--- config.mk ---
export PLATFORM = sky130hd
export DESIGN_NAME = cif_token_structure_parser
export DESIGN_NICKNAME = d
export VERILOG_FILES = /design/src/rtl/cifp_pkg.sv /design/src/rtl/cif_token_structure_parser.sv /design/src/rtl/cifp_step.sv
export SDC_FILE = /design/constraint.sdc
export NUM_CORES = 1
export LEC_CHECK = 0
export ABC_AREA = 0
export BUFFER_PORTS_ARGS = -buffer_cell sky130_fd_sc_hd__buf_2
export CAP_MARGIN = 20
export CORE_UTILIZATION = 40
export DETAILED_ROUTE_END_ITERATION = 10
export PLACE_DENSITY = 0.6
export SYNTH_ARGS = -nofsm -noshare
export SYNTH_HDL_FRONTEND = slang
export SYNTH_HIERARCHICAL = 1
export SYNTH_SLANG_ARGS = --single-unit
--- constraint.sdc ---
create_clock -name clk -period 3.3 [get_ports clk]
set_input_delay 0.165 -clock clk [delete_from_list [all_inputs] [get_ports clk]]
set_output_delay 0.165 -clock clk [all_outputs]
set_load 0.02 [all_outputs]
--- src/rtl/cifp_pkg.sv ---
// ----------------------------------------------------------------------------
// cifp_pkg: shared types and codes of the token structure parser
// token kinds, event codes, parser mode and the event record
// ----------------------------------------------------------------------------
package cifp_pkg;

  localparam int MAX_TAGS_DEFAULT = 64;

  localparam int KIND_W  = 4;
  localparam int REF_W   = 16;
  localparam int CODE_W  = 3;
  localparam int COL_W   = 6;
  localparam int COUNT_W = 7;
  localparam int EV_MAX  = 3;

  // token kinds
  localparam logic [KIND_W-1:0] TK_ERROR   = 4'd0;
  localparam logic [KIND_W-1:0] TK_DATA    = 4'd1;
  localparam logic [KIND_W-1:0] TK_EOF     = 4'd2;
  localparam logic [KIND_W-1:0] TK_TAG     = 4'd3;
  localparam logic [KIND_W-1:0] TK_LOOP    = 4'd4;
  localparam logic [KIND_W-1:0] TK_VAL_LO  = 4'd5;
  localparam logic [KIND_W-1:0] TK_VAL_HI  = 4'd12;

  // event codes
  localparam logic [CODE_W-1:0] EV_BEGIN_DATA = 3'd0;
  localparam logic [CODE_W-1:0] EV_END_DATA   = 3'd1;
  localparam logic [CODE_W-1:0] EV_ITEM       = 3'd2;
  localparam logic [CODE_W-1:0] EV_BEGIN_LOOP = 3'd3;
  localparam logic [CODE_W-1:0] EV_LOOP_VALUE = 3'd4;
  localparam logic [CODE_W-1:0] EV_ROW_END    = 3'd5;
  localparam logic [CODE_W-1:0] EV_END_LOOP   = 3'd6;
  localparam logic [CODE_W-1:0] EV_UNEXPECTED = 3'd7;

  typedef enum logic [2:0] {
    MODE_NONE = 3'b001,
    MODE_ITEM = 3'b010,
    MODE_LOOP = 3'b100
  } mode_t;

  typedef struct packed {
    logic              in_data_block;
    mode_t             data_mode;
    logic              loop_values_phase;
    logic [COL_W-1:0]  column_index;
  } ctrl_t;

  typedef struct packed {
    logic [CODE_W-1:0]  code;
    logic [COL_W-1:0]   column;
    logic [COUNT_W-1:0] column_count;
  } event_t;

  function automatic logic is_value(input logic [KIND_W-1:0] kind);
    return (kind >= TK_VAL_LO) && (kind <= TK_VAL_HI);
  endfunction

endpackage

--- src/rtl/cif_token_structure_parser.sv ---
// ----------------------------------------------------------------------------
// cif_token_structure_parser: block, item and loop structure of a token stream
// path: a token passes the input register, then the result register, before its first event
// throughput: one token per cycle while m_tready is high and no token gives more than one event;
//   a token with several events holds the input while they drain from the three-entry result register
// reset: synchronous, clears the parser to top level with empty tag count
// ----------------------------------------------------------------------------
module cif_token_structure_parser #(
  parameter int MAX_TAGS = cifp_pkg::MAX_TAGS_DEFAULT
) (
  input  logic        clk,
  input  logic        rst,
  // token input
  input  logic        s_tvalid,
  output logic        s_tready,
  input  logic [15:0] s_tdata,   // [15:0] token_ref
  input  logic [3:0]  s_tuser,   // [3:0] token_kind
  // event output
  output logic        m_tvalid,
  input  logic        m_tready,
  output logic [47:0] m_tdata,   // [5:0] column, [12:6] column_count,
                                 // [28:13] value_ref, [44:29] key_ref, [47:45] zero
  output logic [2:0]  m_tuser,   // [2:0] event_code
  output logic        m_tlast    // last event of the token
);

  localparam int TC_W = $clog2(MAX_TAGS + 1);

  // input register
  logic                                in_valid;
  logic [cifp_pkg::KIND_W-1:0]         in_kind;
  logic [cifp_pkg::REF_W-1:0]          in_ref;

  // parser state
  cifp_pkg::ctrl_t                     ctrl;
  cifp_pkg::ctrl_t                     ctrl_next;
  logic [TC_W-1:0]                     tag_count;
  logic [TC_W-1:0]                     tag_count_next;
  logic [cifp_pkg::REF_W-1:0]          item_key_ref;
  logic [cifp_pkg::REF_W-1:0]          item_key_ref_next;

  // events of the token in the input register
  cifp_pkg::event_t [cifp_pkg::EV_MAX-1:0] step_events;
  logic [1:0]                          step_count;
  logic [cifp_pkg::REF_W-1:0]          step_key;

  // result register: events queue up in slot 0 first
  cifp_pkg::event_t [cifp_pkg::EV_MAX-1:0] out_events;
  logic [1:0]                          out_remaining;
  logic [cifp_pkg::REF_W-1:0]          out_value_ref;
  logic [cifp_pkg::REF_W-1:0]          out_key_ref;

  logic                                out_free;
  logic                                take;

  // result register can take a new list when empty or on its final transaction
  assign out_free = (out_remaining == 2'd0) || (out_remaining == 2'd1 && m_tready);
  assign take     = in_valid && out_free;
  assign s_tready = !in_valid || out_free;

  cifp_step #(
    .MAX_TAGS (MAX_TAGS),
    .TC_W     (TC_W)
  ) u_step (
    .ctrl           (ctrl),
    .tag_count      (tag_count),
    .key_ref        (item_key_ref),
    .kind           (in_kind),
    .token_ref      (in_ref),
    .ctrl_next      (ctrl_next),
    .tag_count_next (tag_count_next),
    .key_ref_next   (item_key_ref_next),
    .events         (step_events),
    .event_count    (step_count),
    .event_key      (step_key)
  );

  // control state
  always_ff @(posedge clk) begin
    if (rst) begin
      in_valid      <= 1'b0;
      ctrl          <= '{in_data_block: 1'b0, data_mode: cifp_pkg::MODE_NONE,
                         loop_values_phase: 1'b0, column_index: '0};
      tag_count     <= '0;
      item_key_ref  <= '0;
      out_remaining <= 2'd0;
    end else begin
      if (s_tready) begin
        in_valid <= s_tvalid;
      end
      if (take) begin
        ctrl          <= ctrl_next;
        tag_count     <= tag_count_next;
        item_key_ref  <= item_key_ref_next;
        out_remaining <= step_count;
      end else if (out_remaining != 2'd0 && m_tready) begin
        out_remaining <= out_remaining - 2'd1;
      end
    end
  end

  // payload
  always_ff @(posedge clk) begin
    if (s_tvalid && s_tready) begin
      in_kind <= s_tuser;
      in_ref  <= s_tdata;
    end
    if (take) begin
      out_events    <= step_events;
      out_value_ref <= in_ref;
      out_key_ref   <= step_key;
    end else if (out_remaining != 2'd0 && m_tready) begin
      // next event of the same token moves to the head
      out_events[0] <= out_events[1];
      out_events[1] <= out_events[2];
    end
  end

  assign m_tvalid = (out_remaining != 2'd0);
  assign m_tlast  = (out_remaining == 2'd1);
  assign m_tuser  = out_events[0].code;
  assign m_tdata  = {3'b000, out_key_ref, out_value_ref,
                     out_events[0].column_count, out_events[0].column};

endmodule

--- src/rtl/cifp_step.sv ---
// ----------------------------------------------------------------------------
// cifp_step: next-state and event list for one token
// closes nested constructs and re-dispatches the token at the outer level
// ----------------------------------------------------------------------------
module cifp_step #(
  parameter int MAX_TAGS = cifp_pkg::MAX_TAGS_DEFAULT,
  parameter int TC_W     = $clog2(MAX_TAGS + 1)
) (
  input  cifp_pkg::ctrl_t                           ctrl,
  input  logic [TC_W-1:0]                           tag_count,
  input  logic [cifp_pkg::REF_W-1:0]                key_ref,
  input  logic [cifp_pkg::KIND_W-1:0]               kind,
  input  logic [cifp_pkg::REF_W-1:0]                token_ref,
  output cifp_pkg::ctrl_t                           ctrl_next,
  output logic [TC_W-1:0]                           tag_count_next,
  output logic [cifp_pkg::REF_W-1:0]                key_ref_next,
  output cifp_pkg::event_t [cifp_pkg::EV_MAX-1:0]   events,
  output logic [1:0]                                event_count,
  output logic [cifp_pkg::REF_W-1:0]                event_key
);

  localparam int CMP_W = (TC_W > cifp_pkg::COUNT_W) ? TC_W : cifp_pkg::COUNT_W;

  logic [cifp_pkg::COUNT_W-1:0] col_plus;
  logic [CMP_W-1:0]             count_ext;
  logic                         row_done;
  logic                         redispatch;
  logic [1:0]                   slot;

  assign col_plus  = {1'b0, ctrl.column_index} + cifp_pkg::COUNT_W'(1);
  assign count_ext = CMP_W'(tag_count);
  assign row_done  = (CMP_W'(col_plus) == count_ext);

  always_comb begin
    ctrl_next      = ctrl;
    tag_count_next = tag_count;
    key_ref_next   = key_ref;
    events         = '0;
    event_count    = 2'd0;
    event_key      = '0;
    redispatch     = 1'b0;
    slot           = 2'd0;

    if (!ctrl.in_data_block) begin
      // top level
      if (kind == cifp_pkg::TK_DATA) begin
        ctrl_next.in_data_block = 1'b1;
        events[0].code = cifp_pkg::EV_BEGIN_DATA;
      end else if (kind == cifp_pkg::TK_EOF) begin
        events[0].code = cifp_pkg::EV_END_DATA;
      end else begin
        events[0].code = cifp_pkg::EV_UNEXPECTED;
      end
      event_count = 2'd1;
    end else begin
      unique case (ctrl.data_mode)
        cifp_pkg::MODE_ITEM: begin
          event_count = 2'd1;
          if (cifp_pkg::is_value(kind)) begin
            events[0].code              = cifp_pkg::EV_ITEM;
            event_key                   = key_ref;
            ctrl_next.data_mode         = cifp_pkg::MODE_NONE;
            ctrl_next.loop_values_phase = 1'b0;
          end else begin
            events[0].code = cifp_pkg::EV_UNEXPECTED;
          end
        end
        cifp_pkg::MODE_LOOP: begin
          if (kind == cifp_pkg::TK_EOF) begin
            // loop closes silently, counts are kept
            ctrl_next.data_mode         = cifp_pkg::MODE_NONE;
            ctrl_next.loop_values_phase = 1'b0;
            redispatch                  = 1'b1;
          end else if (!ctrl.loop_values_phase && kind == cifp_pkg::TK_TAG) begin
            if (tag_count != TC_W'(MAX_TAGS)) begin
              tag_count_next = tag_count + TC_W'(1);
            end
          end else begin
            if (!ctrl.loop_values_phase) begin
              events[0].code              = cifp_pkg::EV_BEGIN_LOOP;
              events[0].column_count      = count_ext[cifp_pkg::COUNT_W-1:0];
              ctrl_next.loop_values_phase = 1'b1;
              slot                        = 2'd1;
            end
            if (cifp_pkg::is_value(kind)) begin
              events[slot].code   = cifp_pkg::EV_LOOP_VALUE;
              events[slot].column = ctrl.column_index;
              if (row_done) begin
                events[slot + 2'd1].code = cifp_pkg::EV_ROW_END;
                ctrl_next.column_index   = '0;
                event_count              = slot + 2'd2;
              end else begin
                ctrl_next.column_index = col_plus[cifp_pkg::COL_W-1:0];
                event_count            = slot + 2'd1;
              end
            end else begin
              events[slot].code           = cifp_pkg::EV_END_LOOP;
              ctrl_next.column_index      = '0;
              tag_count_next              = '0;
              ctrl_next.data_mode         = cifp_pkg::MODE_NONE;
              ctrl_next.loop_values_phase = 1'b0;
              event_count                 = slot + 2'd1;
              redispatch                  = 1'b1;
            end
          end
        end
        default: begin
          redispatch = 1'b1;
        end
      endcase

      // token handled at data block level, after any loop was closed
      if (redispatch) begin
        case (kind)
          cifp_pkg::TK_DATA: begin
            events[event_count].code = cifp_pkg::EV_BEGIN_DATA;
            event_count              = event_count + 2'd1;
          end
          cifp_pkg::TK_EOF: begin
            ctrl_next.in_data_block = 1'b0;
          end
          cifp_pkg::TK_TAG: begin
            ctrl_next.data_mode = cifp_pkg::MODE_ITEM;
            key_ref_next        = token_ref;
          end
          cifp_pkg::TK_LOOP: begin
            ctrl_next.data_mode = cifp_pkg::MODE_LOOP;
          end
          default: begin
            events[event_count].code = cifp_pkg::EV_UNEXPECTED;
            event_count              = event_count + 2'd1;
          end
        endcase
      end
    end
  end

endmodule

* Word-level counts from Yosys, hierarchy flattened
Cells that the tools add are included.
Cells by class: add/subtract/negate cells 6, $lt $le $gt $ge 8, equality and inequality tests 13, muxes and demuxes 80, bitwise logic cells 2, reduce and logical (&&, ||, !) cells 24
Operator list (number):
- 48-bit bitwise mux | 6
- 48-bit two-way mux | 5
- 16-bit demux with 2-bit select | 4
- 32-bit two-way mux | 4
- 48-bit one-hot mux with 2 select lines | 1
- 16-bit two-way mux | 4
- 7-bit two-way mux | 8
- 13-bit two-way mux | 4
- 2-bit two-way mux | 15
- 3-bit two-way mux | 9
- 4-bit two-way mux | 4
- 6-bit two-way mux | 2
- 3-bit one-hot mux with 2 select lines | 2
- 10-bit two-way mux | 1
- 5-bit AND reduction | 2
- 1-bit logical AND | 9
- 2-bit by 3-bit less-than comparator with 1-bit output (second input constant) | 3
- 4-bit by 2-bit equality test with 1-bit output (second input constant) | 2
- 1-bit two-way mux | 8
- 4-bit one-hot mux with 2 select lines | 1
- 6-bit by 1-bit adder with 7-bit output (second input constant) | 1
- 7-bit by 1-bit adder with 7-bit output (second input constant) | 1
- 7-bit equality test | 1
- 7-bit inequality test (second input constant) | 1
- other kinds (26) | 35
Storage, ports and cells: register bits after elaboration 137, input port bits 24, output and inout port bits 54, word-level logic and storage cells 154

* Longest topological paths before layout
depth in word-level cells 24, depth in mapped cells 16, gate-level depth less buffers 16

* Hierarchy
Netlist, hierarchy kept.
Modules (own cells, without submodules):
- cif_token_structure_parser | times used 1, cells each 335, area an instance 5142.4 sq um, seq. area each 3743.6 sq um
- cifp_step | times used 1, cells each 279, area an instance 1890.6 sq um, seq. area each 0.0 sq um

* Worst setup path before layout
OpenSTA, ideal clock, no wires.
path kind flip-flop to flip-flop, start reg ctrl[0] (netlist name), end reg out_events, in the netlist m_tuser[2], data pin, library setup time 0.260 ns, data arrival time 3.395 ns, data required time 3.040 ns, slack -0.355 ns, cell stages (with the launch flop) 15, buffers on the path 0, period minus slack after synthesis 3.655 ns, path through dfxtp_1 -> ha_1 -> nand3_1 -> or3_1 -> a2111oi_4 -> nand3_1 -> inv_1 -> ha_1 -> nand2_1 -> o211ai_1 -> and2_1 -> ha_1 -> and4_4 -> a311o_1 -> mux2_4
RTL lines:
- end signal: assignment | line cif_token_structure_parser.sv:109 | out_events <= step_events;
- end: declaration | line cif_token_structure_parser.sv:48 | cifp_pkg::event_t [cifp_pkg::EV_MAX-1:0] out_events;

==> report_table.html <==
<table>
<tr><th>Metric</th><th>Value</th></tr>
<tr><th colspan="2">Global routing</th></tr>
<tr><td>Total overflow reported by the global router</td><td>0</td></tr>
<tr><td>Via count of the first global-routing pass</td><td>4853</td></tr>
<tr><td>Maximum number of pins on one net before global-route repair</td><td>40</td></tr>
<tr><td>Gr usage total</td><td>0.179</td></tr>
<tr><td>Number of antenna violations at the first check in global routing</td><td>0</td></tr>
<tr><td>Wire length of the first global-routing pass</td><td>between 20000 and 25000 µm</td></tr>
<tr><th colspan="2">Synth</th></tr>
<tr><td>Yosys warnings</td><td>6</td></tr>
<tr><td>Cell types occupying the most area after synthesis</td><td>edfxtp_1 43%, dfxtp_1 11%, mux2_4 6.0%, buf_4 4.4%, a21oi_1 3.3%</td></tr>
<tr><td>Post-Syn Instances</td><td>614</td></tr>
<tr><td>Commonest cells in the netlist</td><td>100 x edfxtp_1, 47 x a21oi_1, 46 x o21ai_0</td></tr>
<tr><td>Cell area after synthesis</td><td>around 7000 µm²</td></tr>
<tr><td>Sequential element share of the synthesized area</td><td>0.532</td></tr>
<tr><td>Flip-flop cell with the highest count after synthesis</td><td>edfxtp_1</td></tr>
<tr><td>Synth async-reset ratio</td><td>0</td></tr>
<tr><td>Cell type contributing the most total cell area after synthesis</td><td>edfxtp_1</td></tr>
<tr><td>Synthesized area per cell</td><td>11.5 µm²</td></tr>
<tr><td>Post-synth EDFFs</td><td>100</td></tr>
<tr><td>Most frequently used cell type in the post-synthesis netlist</td><td>edfxtp_1</td></tr>
<tr><td>Area share of the largest cell type after synthesis</td><td>0.427</td></tr>
<tr><td>Count of distinct cell types in the synthesized netlist</td><td>70</td></tr>
<tr><td>Flop and latch count out of synthesis</td><td>approximately 140</td></tr>
<tr><th colspan="2">Timing</th></tr>
<tr><td>Worst Tran Pin Value</td><td>approximately 1100 ps</td></tr>
<tr><td>Number of hold violations in the final report</td><td>0</td></tr>
<tr><td>Final-report max-slew violation count</td><td>0</td></tr>
<tr><td>RSZ-0062 raised after global routing</td><td>yes</td></tr>
<tr><td>Final Worst Setup Slack</td><td>approximately 46 ps</td></tr>
<tr><td>Max frequency</td><td>slightly above 0.3 GHz</td></tr>
<tr><td>Final period util</td><td>0.986</td></tr>
<tr><td>Clock tree skew after final layout</td><td>between 10 and 15 ps</td></tr>
<tr><td>Endpoints failing setup</td><td>0</td></tr>
<tr><td>Headroom to the max-slew limit</td><td>0.292</td></tr>
<tr><td>Tmin final</td><td>about 3300 ps</td></tr>
<tr><th colspan="2">Worst setup path</th></tr>
<tr><td>CP required</td><td>about 3500 ps</td></tr>
<tr><td>Crit end category</td><td>flop</td></tr>
<tr><td>Depth of the most critical reg-to-reg path</td><td>14</td></tr>
<tr><td>Maximum fanout encountered on the critical timing path</td><td>3</td></tr>
<tr><td>Data arrival time of the critical path</td><td>between 3000 and 4000 ps</td></tr>
<tr><td>Startpoint types</td><td>flop</td></tr>
<tr><td>Minimum setup slack among reg-to-reg paths</td><td>around 46 ps</td></tr>
<tr><td>Worst flop-to-flop path endpoint</td><td>m_tuser[0]</td></tr>
<tr><td>Class of the most critical setup path</td><td>reg -&gt; reg</td></tr>
<tr><td>Worst reg2reg startpoint</td><td>ctrl[0]</td></tr>
<tr><th colspan="2">Clocking</th></tr>
<tr><td>Clock-pin slew on the worst setup and hold paths</td><td>roughly 60 ps</td></tr>
<tr><td>H-Tree Level Count</td><td>4</td></tr>
<tr><td>Clk Latency, worst-skew pair</td><td>about 420 ps</td></tr>
<tr><td>Clock buffer depth</td><td>2</td></tr>
<tr><td>CTS tree</td><td>yes</td></tr>
<tr><td>Sinks on the clock net</td><td>around 140</td></tr>
<tr><td>Clock buffers created by TritonCTS</td><td>17</td></tr>
<tr><td>Root Driver</td><td>clkbuf_16</td></tr>
<tr><th colspan="2">Placed design</th></tr>
<tr><td>Worst slack at placement</td><td>about 28 ps</td></tr>
<tr><td>Placed standard-cell area</td><td>between 7000 and 8000 µm²</td></tr>
<tr><td>HPWL Detailed</td><td>just over 10000 µm</td></tr>
<tr><td>Global placement routability congestion</td><td>0.840</td></tr>
<tr><td>Number of buffer cells added on primary ports</td><td>74</td></tr>
<tr><th colspan="2">Detailed routing</th></tr>
<tr><td>Avg WL per Cell</td><td>16.3 µm</td></tr>
<tr><td>First-pass detailed-route iteration total</td><td>5</td></tr>
<tr><td>Total via count in the routed design</td><td>roughly 5000</td></tr>
<tr><td>Routed Wire Length</td><td>15500 µm</td></tr>
<tr><td>Antenna violation net count after detailed routing</td><td>0</td></tr>
<tr><td>Post-detailed-route DRC marker count</td><td>0</td></tr>
<tr><td>Via density per instance</td><td>around 5.2</td></tr>
<tr><td>Number of design-rule violations left by the first detailed-router iteration</td><td>roughly 390</td></tr>
<tr><th colspan="2">Hold path</th></tr>
<tr><td>Hold Path Sink</td><td>ctrl[7]</td></tr>
<tr><td>Hold Path Cell Cnt</td><td>4</td></tr>
<tr><td>Worst Hold Class</td><td>in -&gt; reg</td></tr>
<tr><td>Critical hold path startpoint</td><td>m_tready</td></tr>
<tr><th colspan="2">Floorplan</th></tr>
<tr><td>Std-Cell Core Area</td><td>between 15000 and 20000 µm²</td></tr>
<tr><td>Horizontal die dimension</td><td>~130 µm</td></tr>
<tr><td>Die area</td><td>roughly 18000 µm²</td></tr>
<tr><td>Initial Util</td><td>0.408</td></tr>
<tr><td>Die height</td><td>135 µm</td></tr>
<tr><td>IO Count</td><td>roughly 80</td></tr>
<tr><td>Number of standard-cell rows in the floorplan</td><td>48</td></tr>
<tr><th colspan="2">Finish</th></tr>
<tr><td>Final standard cell area without fillers</td><td>8550 µm²</td></tr>
<tr><td>Ratio of cells with drive above 1 in the final layout</td><td>0.315</td></tr>
<tr><td>Number of nets in the finished design</td><td>750</td></tr>
<tr><td>Area growth from synthesis to layout</td><td>21.6%</td></tr>
<tr><td>Number of diodes added for antenna fixing</td><td>0</td></tr>
<tr><th colspan="2">Pwr</th></tr>
<tr><td>Power density cells</td><td>593 nW/µm²</td></tr>
<tr><td>Reported leakage power</td><td>3.33 nW</td></tr>
<tr><td>IR Drop Worst-Case VDD</td><td>between 0.3 and 0.4 mV</td></tr>
<tr><th colspan="2">Status</th></tr>
<tr><td>Result of the run</td><td>finished, final reports clean</td></tr>
<tr><th colspan="2">Job</th></tr>
<tr><td>Max-cap violations</td><td>0</td></tr>
</table>
==> worst max path at each step <==
stage,slack (ps),depth (start not counted),endpoint,start
floorplan,9,14,m_tuser[2],ctrl[0]
global placement,90,14,m_tuser[2],ctrl[1]
detailed placement,30,14,m_tuser[2],ctrl[1]
global route,-80,14,m_tuser[0],ctrl[0]
CTS,20,14,m_tuser[2],ctrl[1]
finish,50,14,m_tuser[0],ctrl[0]
==> metrics by stage <==
| step | std cells | utilization | power [W] | hold WS (ps) | TNS, ps |
|---|---|---|---|---|---|
| final | 953 | 0.496 | 0.00507 | 318 | 0 |
| after global routing | 953 | 0.496 | 0.00529 | 330 | -401 |
| after CTS | 951 | 0.490 | 0.00512 | 299 | 0 |
| after detailed placement | 898 | 0.443 | 0.00319 | 343 | 0 |
| after global placement | 898 | 0.443 | 0.00316 | 342 | 0 |
| after floorplan | 635 | - | 0.00299 | 264 | 0 |
==> final cells by class <==
| cell class | instances | area (µm²) |
|---|---|---|
| Clock buffer | 18 | 439 |
| Clock inverter | 14 | 159 |
| Multi-Input combinational cell | 407 | 2950 |
| Tap cell | 225 | 282 |
| Timing Repair Buffer | 139 | 927 |
| Inverter | 13 | 48.8 |
| Sequential cell | 137 | 3750 |
| Fill cell | 1512 | 8680 |
==> cells by family (layout without fill, tap and decap cells) <==
kind of cell / after synthesis / after routing / share of synthesized area
and+or+nand+nor: 170 / 170 / 0.136
AOI/OAI and AO/OA: 140 / 140 / 0.122
DFF: 137 / 137 / 0.532
buffers and inverters: 91 / 184 / 0.0770
muxes: 52 / 52 / 0.0980
adders and majority gates: 12 / 12 / 0.0212
xor gates and xnor gates: 10 / 10 / 0.0125
other: 2 / 23 / 0.00107
==> flip-flops by register name (all words and copies together), names as in the netlist <==
register,flops
m_tuser,3
out_remaining,2
in_kind,4
out_value_ref,16
in_valid,1
tag_count,7
out_events,32
item_key_ref,16
out_key_ref,16
m_tdata,13
in_ref,16
ctrl,11
==> repair_timing <==
action,CTS,global route
hold buffers,21,0
setup buffers,0,2
gates resized for setup,0,18
endpoints found under the setup margin,0,7
endpoints found under the hold margin,21,0
==> cells in the final DEF (no fill, tap or decap), types with 8 or more instances in the layout <==
master         count
a21oi_1           46
and2_1            28
and3_1            14
buf_2             74
buf_4             42
clkbuf_16         17
conb_1            23
dfxtp_1           35
dlygate4sd3_1     21
edfxtp_1         100
inv_1              9
mux2_1             8
mux2_2            14
mux2_4            29
nand2_1           24
nand3_1           42
nor2_1            16
o21ai_0           46
==> layer usage <==
layer  GRT usage  vias up  wire [µm]
met3      0.0390       20        576
met1       0.218     2434       6680
met4      0.0730        0        323
met5           0        -          0
met2       0.306      116       7960
li1            -     2396          -
==> critical path, stage by stage (launching register included) <==
cell,delay (ps)
dfxtp_4,350
ha_4,140
nand3_4,70
or3_4,380
a2111oi_4,410
nand3_2,140
inv_2,110
ha_4,200
nand2_2,40
o211ai_1,90
and2_4,200
ha_4,160
a21boi_2,140
mux2_4,300
mux2_4,260
==> power breakdown <==
part | switching, W | total [W] | internal (W) | leakage (nW)
Combinational | 0.000640 | 0.000982 | 0.000342 | 1.78
Sequential | 0.0000607 | 0.00219 | 0.00213 | 1.26
Clock | 0.000753 | 0.00190 | 0.00115 | 0.289
Note: power is estimated with default switching activity, not from simulation.
